===== src/rtl/lsda_pkg.sv =====
package lsda_pkg;

  localparam int unsigned PointerBytesDefault = 8;
  localparam int unsigned AddressBitsDefault  = 64;

  localparam logic [7:0] EncOmit  = 8'hff;
  localparam logic [7:0] EncUleb  = 8'h01;
  localparam logic [3:0] FormBad  = 4'hf;

  localparam logic [1:0] StatusDone  = 2'd0;
  localparam logic [1:0] StatusUnsup = 2'd1;
  localparam logic [1:0] StatusZeroIp = 2'd2;

  // One request handed from the front to the back.
  typedef struct packed {
    logic [7:0]  data;
    logic [63:0] addr;
    logic        first;
    logic [63:0] code_addr;
    logic [63:0] base;
  } req_t;

  // Byte count of a fixed form, 0 for LEB forms, FormBad for unknown forms.
  function automatic logic [3:0] form_size(input logic [7:0] enc, input logic [3:0] ptr_bytes);
    logic [3:0] r;
    case (enc[3:0])
      4'h0: r = ptr_bytes;
      4'h1, 4'h9: r = 4'd0;
      4'h2, 4'ha: r = 4'd2;
      4'h3, 4'hb: r = 4'd4;
      4'h4, 4'hc: r = 4'd8;
      default: r = FormBad;
    endcase
    return r;
  endfunction

  function automatic logic enc_supported(input logic [7:0] enc, input logic [3:0] ptr_bytes);
    logic ok;
    ok = !enc[7] && (enc[6:4] == 3'd0 || enc[6:4] == 3'd1)
         && (form_size(enc, ptr_bytes) != FormBad);
    return ok;
  endfunction

endpackage


===== src/rtl/lsda_queue.sv =====
module lsda_queue (
  input  logic            clk_i,
  input  logic            rst_ni,
  input  logic            valid_i,
  output logic            stall_o,
  input  lsda_pkg::req_t  req_i,
  output logic            valid_o,
  input  logic            stall_i,
  output lsda_pkg::req_t  req_o
);
  import lsda_pkg::*;

  req_t       mem_q [2];
  logic       wr_q, rd_q;
  logic [1:0] cnt_q;
  logic       push, pop;

  assign stall_o = (cnt_q == 2'd2);
  assign valid_o = (cnt_q != 2'd0);
  assign req_o   = mem_q[rd_q];
  assign push    = valid_i && !stall_o;
  assign pop     = valid_o && !stall_i;

  always_ff @(posedge clk_i or negedge rst_ni) begin
    if (!rst_ni) begin
      wr_q  <= 1'b0;
      rd_q  <= 1'b0;
      cnt_q <= 2'd0;
    end else begin
      if (push) wr_q <= !wr_q;
      if (pop) rd_q <= !rd_q;
      cnt_q <= cnt_q + {1'b0, push} - {1'b0, pop};
    end
  end

  always_ff @(posedge clk_i) begin
    if (push) mem_q[wr_q] <= req_i;
  end

  assert property (@(posedge clk_i) disable iff (!rst_ni) cnt_q <= 2'd2)
    else $error("queue count overflow");
  assert property (@(posedge clk_i) disable iff (!rst_ni)
    (cnt_q == 2'd0) |-> !pop) else $error("pop from empty queue");
  assert property (@(posedge clk_i) disable iff (!rst_ni)
    (push && !pop) |=> (cnt_q == $past(cnt_q) + 2'd1)) else $error("count not raised");

endmodule


===== src/rtl/lsda_parser.sv =====
module lsda_parser #(
  parameter int unsigned POINTER_BYTES = lsda_pkg::PointerBytesDefault,
  parameter int unsigned ADDRESS_BITS  = lsda_pkg::AddressBitsDefault
) (
  input  logic            clk_i,
  input  logic            rst_ni,
  input  logic            valid_i,
  output logic            stall_o,
  input  lsda_pkg::req_t  req_i,
  output logic            valid_o,
  input  logic            stall_i,
  output logic            site_found_o,
  output logic            handler_present_o,
  output logic [63:0]     landing_address_o,
  output logic [1:0]      search_status_o
);
  import lsda_pkg::*;

  typedef enum logic [3:0] {
    PhIdle, PhLp, PhTtEnc, PhTtLen, PhCsEnc, PhCsLen,
    PhStart, PhLen, PhLand, PhAct, PhDone
  } phase_e;

  localparam logic [3:0] PtrB = 4'(POINTER_BYTES);
  localparam logic [63:0] Mask = (ADDRESS_BITS >= 64) ? '1 : ((64'd1 << ADDRESS_BITS) - 64'd1);

  phase_e      ph_q;
  logic [63:0] acc_q, lb_q, end_q, off_q, st_q, len_q, land_q;
  logic [6:0]  sh_q;
  logic [3:0]  left_q;
  logic [7:0]  fenc_q, senc_q;
  logic        ov_q;
  logic        fo_q, ho_q;
  logic [63:0] lo_q;
  logic [1:0]  so_q;

  logic        take;
  logic        fdone;
  logic [63:0] facc, fval, nxt, addr, ip, base, cs_end, site_hi;
  logic [6:0]  fsh;
  logic [3:0]  fleft;
  logic [7:0]  b;

  assign stall_o = ov_q && stall_i;
  assign take    = valid_i && !stall_o;
  assign valid_o = ov_q;
  assign site_found_o      = fo_q;
  assign handler_present_o = ho_q;
  assign landing_address_o = lo_q;
  assign search_status_o   = so_q;

  assign b    = req_i.data;
  assign addr = req_i.addr & Mask;
  assign nxt  = (addr + 64'd1) & Mask;
  assign ip   = req_i.code_addr & Mask;
  assign base = req_i.base & Mask;

  // One byte of the current field.
  always_comb begin
    logic sx;
    facc  = acc_q;
    fsh   = sh_q;
    fleft = left_q;
    fdone = 1'b0;
    sx    = 1'b0;
    if (fenc_q[2:0] == 3'd1) begin
      if (sh_q < 7'd64) begin
        facc = facc | ({57'd0, b[6:0]} << sh_q[5:0]);
        fsh  = sh_q + 7'd7;
      end
      fdone = !b[7];
      if (fenc_q[3] && fdone && b[6] && fsh < 7'd64) facc = facc | ('1 << fsh[5:0]);
    end else begin
      if (sh_q < 7'd64) facc = facc | ({56'd0, b} << sh_q[5:0]);
      fsh = sh_q + 7'd8;
      if (left_q != 4'd0) fleft = left_q - 4'd1;
      fdone = (fleft == 4'd0);
      if (fsh != 7'd0) sx = facc[6'(fsh - 7'd1)];
      if (fenc_q[3] && fdone && fsh < 7'd64 && sx) facc = facc | ('1 << fsh[5:0]);
    end
    fval = facc & Mask;
    if (fval != 64'd0 && fenc_q[4]) fval = (fval + nxt) & Mask;
  end

  assign cs_end  = (nxt + fval) & Mask;
  assign site_hi = (st_q + len_q) & Mask;

  always_ff @(posedge clk_i or negedge rst_ni) begin
    if (!rst_ni) begin
      ph_q <= PhIdle; acc_q <= '0; sh_q <= '0; left_q <= '0;
      fenc_q <= '0; senc_q <= '0; lb_q <= '0; end_q <= '0; off_q <= '0;
      st_q <= '0; len_q <= '0; land_q <= '0;
      ov_q <= 1'b0; fo_q <= 1'b0; ho_q <= 1'b0; lo_q <= '0; so_q <= StatusDone;
    end else begin
      if (ov_q && !stall_i) ov_q <= 1'b0;
      if (take) begin
        if (req_i.first) begin
          if (ip == 64'd0) begin
            ov_q <= 1'b1; fo_q <= 1'b0; ho_q <= 1'b0; lo_q <= '0;
            so_q <= StatusZeroIp; ph_q <= PhDone;
          end else begin
            off_q <= (ip - 64'd1 - base) & Mask;
            if (b == EncOmit) begin
              lb_q <= base; ph_q <= PhTtEnc;
            end else if (!enc_supported(b, PtrB)) begin
              ov_q <= 1'b1; fo_q <= 1'b0; ho_q <= 1'b0; lo_q <= '0;
              so_q <= StatusUnsup; ph_q <= PhDone;
            end else begin
              fenc_q <= b; acc_q <= '0; sh_q <= '0; left_q <= form_size(b, PtrB);
              ph_q <= PhLp;
            end
          end
        end else begin
          case (ph_q)
            PhLp, PhTtLen, PhStart, PhLen, PhLand, PhAct, PhCsLen: begin
              acc_q <= facc; sh_q <= fsh; left_q <= fleft;
              if (fdone) begin
                acc_q <= '0; sh_q <= '0; fenc_q <= senc_q;
                left_q <= form_size(senc_q, PtrB);
                case (ph_q)
                  PhLp: ph_q <= PhTtEnc;
                  PhTtLen: ph_q <= PhCsEnc;
                  PhCsLen: begin
                    end_q <= cs_end;
                    if (!(nxt < cs_end)) begin
                      ov_q <= 1'b1; fo_q <= 1'b0; ho_q <= 1'b0; lo_q <= '0;
                      so_q <= StatusDone; ph_q <= PhDone;
                    end else ph_q <= PhStart;
                  end
                  PhStart: begin st_q <= fval; ph_q <= PhLen; end
                  PhLen: begin len_q <= fval; ph_q <= PhLand; end
                  PhLand: begin
                    land_q <= fval; fenc_q <= EncUleb; left_q <= 4'd0; ph_q <= PhAct;
                  end
                  PhAct: begin
                    if (st_q <= off_q && off_q < site_hi) begin
                      ov_q <= 1'b1; fo_q <= 1'b1; so_q <= StatusDone; ph_q <= PhDone;
                      ho_q <= (land_q != 64'd0) && (fval != 64'd0);
                      lo_q <= (land_q != 64'd0) ? ((lb_q + land_q) & Mask) : '0;
                    end else if (!(nxt < end_q)) begin
                      ov_q <= 1'b1; fo_q <= 1'b0; ho_q <= 1'b0; lo_q <= '0;
                      so_q <= StatusDone; ph_q <= PhDone;
                    end else ph_q <= PhStart;
                  end
                  default: ;
                endcase
                if (ph_q == PhLp) lb_q <= fval;
              end
            end
            PhTtEnc: begin
              if (b != EncOmit) begin
                fenc_q <= EncUleb; acc_q <= '0; sh_q <= '0; left_q <= '0;
                ph_q <= PhTtLen;
              end else ph_q <= PhCsEnc;
            end
            PhCsEnc: begin
              senc_q <= b;
              if (b == EncOmit || !enc_supported(b, PtrB)) begin
                ov_q <= 1'b1; fo_q <= 1'b0; ho_q <= 1'b0; lo_q <= '0;
                so_q <= StatusUnsup; ph_q <= PhDone;
              end else begin
                fenc_q <= EncUleb; acc_q <= '0; sh_q <= '0; left_q <= '0;
                ph_q <= PhCsLen;
              end
            end
            default: ;
          endcase
        end
      end
    end
  end

  assert property (@(posedge clk_i) disable iff (!rst_ni)
    (valid_o && stall_i) |=> (valid_o && $stable(landing_address_o)))
    else $error("result changed under stall");
  assert property (@(posedge clk_i) disable iff (!rst_ni)
    (valid_o && !site_found_o) |-> (!handler_present_o && landing_address_o == 64'd0))
    else $error("handler reported without site");
  assert property (@(posedge clk_i) disable iff (!rst_ni)
    (valid_o && site_found_o) |-> (search_status_o == StatusDone))
    else $error("found site with bad status");

endmodule


===== src/rtl/lsda_call_site_search.sv =====
// Call-site search over an exception-handling table.
// The input channel carries one table byte per request with its address;
// table_begin_i marks the first byte and brings code_address_i and
// region_base_i. The output channel carries one result per search: found,
// handler, landing address and status.
// The block takes one byte per cycle back to back unless a result waits
// under a receiver stall. A front queue of two entries sits ahead of the
// byte decoder, which handles one byte a cycle while no result waits.
// valid_o rises once the byte that ends the search has passed through the
// queue and the decoder has registered the result. Bytes outside a search
// are dropped without a result. When the receiver stalls, the result
// register holds and the decoder takes no further bytes while the result
// waits; the queue then fills and stalls the sender.
// Reset empties the queue and returns the decoder to idle; a search
// starts only with a table_begin_i request.
module lsda_call_site_search #(
  parameter int unsigned POINTER_BYTES = lsda_pkg::PointerBytesDefault,
  parameter int unsigned ADDRESS_BITS  = lsda_pkg::AddressBitsDefault
) (
  input  logic        clk_i,
  input  logic        rst_ni,
  input  logic        valid_i,
  output logic        stall_o,
  input  logic [7:0]  table_byte_i,
  input  logic [63:0] byte_address_i,
  input  logic        table_begin_i,
  input  logic [63:0] code_address_i,
  input  logic [63:0] region_base_i,
  output logic        valid_o,
  input  logic        stall_i,
  output logic        site_found_o,
  output logic        handler_present_o,
  output logic [63:0] landing_address_o,
  output logic [1:0]  search_status_o
);
  import lsda_pkg::*;

  req_t in_req, q_req;
  logic q_valid, q_stall;

  assign in_req = '{data: table_byte_i, addr: byte_address_i, first: table_begin_i,
                    code_addr: code_address_i, base: region_base_i};

  lsda_queue u_queue (
    .clk_i, .rst_ni, .valid_i, .stall_o, .req_i(in_req),
    .valid_o(q_valid), .stall_i(q_stall), .req_o(q_req)
  );

  lsda_parser #(.POINTER_BYTES(POINTER_BYTES), .ADDRESS_BITS(ADDRESS_BITS)) u_parser (
    .clk_i, .rst_ni, .valid_i(q_valid), .stall_o(q_stall), .req_i(q_req),
    .valid_o, .stall_i, .site_found_o, .handler_present_o,
    .landing_address_o, .search_status_o
  );

endmodule

===== config.mk =====
export PLATFORM = sky130hd
export DESIGN_NAME = lsda_call_site_search
export DESIGN_NICKNAME = d
export VERILOG_FILES = /design/src/rtl/lsda_pkg.sv /design/src/rtl/lsda_queue.sv /design/src/rtl/lsda_parser.sv /design/src/rtl/lsda_call_site_search.sv
export SDC_FILE = /design/constraint.sdc
export NUM_CORES = 2
export LEC_CHECK = 0
export BUFFER_PORTS_ARGS = -buffer_cell sky130_fd_sc_hd__buf_2
export CORE_AREA = 2 2 364 366
export DETAILED_ROUTE_END_ITERATION = 6
export DIE_AREA = 0 0 366 368
export PLACE_DENSITY = 0.75
export SLEW_MARGIN = 0
export SYNTH_ARGS = -nofsm -noshare
export SYNTH_HDL_FRONTEND = slang
export SYNTH_SLANG_ARGS = --single-unit

===== constraint.sdc =====
create_clock -name clk_i -period 12.8 [get_ports clk_i]
set_input_delay 0.64 -clock clk_i [delete_from_list [all_inputs] [get_ports clk_i]]
set_output_delay 0.64 -clock clk_i [all_outputs]
set_load 0.01 [all_outputs]

==> impl_metrics.yaml <==
layout:
  area_growth_pct: 28.2
  drive_gt1_share_pct: 25.9
  fillers: 10900
  final_cells: 10200
  final_cell_mix: "buf_4 (1,289), nand2_1 (734), o21ai_0 (605)"
  layout.nets: 9193
  fin_area_sq_um: 83300
  layout_commonest_cell: "buf_4"
critical_path:
  slowest_stage: "or4_4"
  cp_top_family: "compound AO/OA/AOI/OAI gates"
  reg2reg_slack_ns: 0.18
  endpoint_kind: "flip-flop"
  worstPathMaxFanout: 8
  critical_path_arrival_ns: 13.25
  cp_slowest_stage_delay_ns: 0.53
  worstReg2RegEnd: "u_parser.landing_address_o[31]$_DFFE_PN0P_"
  cp_num_buf_inv: 12
  start_kind: "flip-flop"
  worstSetupPathType: "flip-flop to flip-flop"
  rr_worst_depth: 56
  required_ns: 13.44
  timing.rr.start: "u_queue.rd_q$_DFFE_PN0P_"
  cpMostUsedCell: "buf_4"
  cp.depth: 56
floorplan:
  num_rows: 133
  fp.dieArea_sq_um: 135000
  dieWidth_um: 366
  die_h_um: 368
  core-area_sq_um: 131000
  ioPinCount: 275
  start_util_pct: 49.7
job:
  max_cap_violations: 0
synthesis:
  synth_top_area_share_pct: 21.0
  synth_edf_count: 402
  synth_top_flop_cell: "dfrtp_1"
  ys_async_sr_fraction_pct: 57.6
  synth.cell_area_sq_um: 65000
  yosysWarningCount: 0
  synth_area_per_cell_sq_um: 9.36
  netlist_instances: 6943
  synth_seq_area_share_pct: 39.6
  synth_seq_cells: 948
  synth_fp_nets: 7744
  yosys.area.top_type: "dfrtp_1"
  ys_top_cells_by_area: "dfrtp_1 (21%), edfxtp_1 (19%), ha_1 (11%)"
  synth_cell_types: 102
global_routing:
  grt_pass1_wl_um: 401000
  gr-total-overflow: 0
  grt_pass1_vias: 60800
  grt_start_max_net_pins: 165
  antenna_found_initial: 25
  grt_usage_pct: 40.2
sta:
  worstMarginPinSlew_ns: 1.30
  finalSetupTns_ns: 0
  period_needed_ns: 12.62
  final_hold_viol_count: 0
  relSlewSlack_pct: 12.9
  fmax_ghz: 0.0793
  slew_violations: 0
  finClkSkew_ns: 0.0370
  finalCritPeriodShare_pct: 98.6
  setup_ws_ns: 0.184
  setup_viol: 0
clocking:
  clk_pin_slew_ns: 0.07
  clock_sinks: 948
  cts_root_buf: "clkbuf_16"
  max-clock-path-buffers: 3
  numCtsBuffers: 103
  cts_tree: "yes"
  htreeDepth: 3
  insertion_delay_ns: 0.77
placement:
  place.port_buffers: 274
  placedCellCount: 9952
  placed_cell_area_sq_um: 77400
  gp_congestion: 1.12
  hpwl_um: 224000
  pre_cts_slack_ns: -0.972
routing:
  first_pass_iters: 6
  drc_errors: 0
  vias_per_cell: 6.18
  drt_iter0_drc: 7022
  drt-total-wl_um: 280000
  vias: 63200
  routedWlPerCell_um: 27.4
  ant_nets: 0
hold_path:
  hold-path-endpoint: "u_queue.mem_q[1][198]$_DFFE_PP_"
  min_path_type: "primary input to flip-flop"
  hp-start: "table_byte_i[5]"
  hold_depth: 1
outcome:
  outcome: "finished clean"
-- worst max path at each step --
stage                            startpoint                                    endpoint  slack [ns]
2_1_floorplan  u_parser.sh_q[0]$_DFFE_PN0P_  u_parser.landing_address_o[40]$_DFFE_PN0P_       0.002
3_3_place_gp       u_queue.rd_q$_DFFE_PN0P_  u_parser.landing_address_o[62]$_DFFE_PN0P_       -0.91
3_5_place_dp       u_queue.rd_q$_DFFE_PN0P_  u_parser.landing_address_o[49]$_DFFE_PN0P_       -0.97
4_1_cts            u_queue.rd_q$_DFFE_PN0P_  u_parser.landing_address_o[31]$_DFFE_PN0P_       0.002
5_1_grt            u_queue.rd_q$_DFFE_PN0P_      u_parser.handler_present_o$_DFFE_PN0P_       -0.13
6_report           u_queue.rd_q$_DFFE_PN0P_  u_parser.landing_address_o[31]$_DFFE_PN0P_        0.18
-- cells in the mapped netlist, types with 13 or more instances --
| cell type | number |
|---|---|
| a2111oi_0 | 25 |
| a211o_1 | 25 |
| a211oi_1 | 73 |
| a21boi_0 | 20 |
| a21o_1 | 251 |
| a21oi_1 | 505 |
| a221o_1 | 16 |
| a221oi_1 | 20 |
| a22o_1 | 102 |
| a22oi_1 | 16 |
| a31oi_1 | 65 |
| a32o_1 | 13 |
| and2_1 | 44 |
| and3_1 | 50 |
| buf_1 | 31 |
| clkbuf_1 | 233 |
| dfrtp_1 | 546 |
| edfxtp_1 | 402 |
| ha_1 | 591 |
| inv_1 | 309 |
| mux2_2 | 109 |
| mux2i_1 | 162 |
| nand2_1 | 743 |
| nand2b_1 | 89 |
| nand3_1 | 149 |
| nand3b_1 | 17 |
| nand4_1 | 89 |
| nor2_1 | 429 |
| nor2b_1 | 77 |
| nor3_1 | 130 |
| nor3b_1 | 16 |
| nor4_1 | 55 |
| o2111ai_1 | 17 |
| o211ai_1 | 34 |
| o21a_1 | 60 |
| o21ai_0 | 634 |
| o21bai_1 | 47 |
| o22ai_1 | 21 |
| o31a_1 | 13 |
| o31ai_1 | 47 |
| or2_2 | 27 |
| or3_1 | 43 |
| or4_1 | 16 |
| xnor2_1 | 203 |
| xor2_1 | 170 |
-- flip-flops by register name, summed over array words and instances, names as in the netlist, 2 cells and up --
name and cells:
u_parser.st_q 64, u_parser.off_q 64, u_parser.lb_q 64, u_parser.end_q 64
u_parser.land_q 64, u_parser.len_q 64, u_parser.senc_q 5, u_queue.mem_q 402
u_parser.search_status_o 2, u_parser.fenc_q 5, u_parser.left_q 4, u_queue.cnt_q 2
u_parser.landing_address_o 64, u_parser.ph_q 4, u_parser.acc_q 64, u_parser.sh_q 7
-- through the flow --
| stage | hold slack, ns | utilization, % |
|---|---|---|
| global placement | 0.454 | 59.2 |
| CTS | 0.0249 | 62.5 |
| global route | 0.0515 | 63.7 |
| detailed placement | 0.461 | 59.2 |
| floorplan | 0.344 | - |
| finish | 0.0621 | 63.7 |
-- repair_timing --
item / in CTS / in global routing
pin swaps: 45 / 137
gates resized for setup: 96 / 224
hold endpoints to repair: 1 / 0
hold buffers: 1 / 0
endpoints found under the setup margin: 71 / 71
cloned: 2 / 7
buffers inserted: 40 / 46
-- logic make-up after synthesis --
kind of cell	count (synthesis)	synth area share, %
xor gates and xnor gates	373	5.03
buffers and inverters	593	3.49
AOI/OAI and AO/OA	2136	21.0
DFF	948	39.6
muxes	283	4.75
and+or+nand+nor	2014	14.6
adders and majority gates	596	11.5
-- final cells by class --
class	count	area [sq um]	share of cell area [%]
Clock inverter	58	714	0.858
Tap cell	1755	2200	2.64
Inverter	317	1190	1.43
Clock buffer	132	2810	3.37
Antenna cell	7	17.5	0.0210
Sequential cell	948	25700	30.9
Timing Repair Buffer	1620	12100	14.5
Multi-Input combinational cell	5402	38600	46.3
-- worst reg2reg max path: cells and delay by family, from the launching register on --
kind	cells	cell delay, ns
compound gates	26	6.01
xor+xnor	1	0.21
fa+ha+maj	2	0.50
buf+inv	12	1.88
flops	1	0.52
mux	1	0.37
simple gates	14	2.97
-- per-layer routing --
metal	GRT usage (%)	vias up	part of all wire, %
met5	0.285	-	0.059
met4	19.8	18	5.6
met3	11.3	642	11
met2	59.3	3110	42
met1	54.0	30900	41
li1	-	28600	-
Power is left out: the tool's default activity adds up to more than one toggle a clock period on the data nets, which glitch-free logic cannot reach.
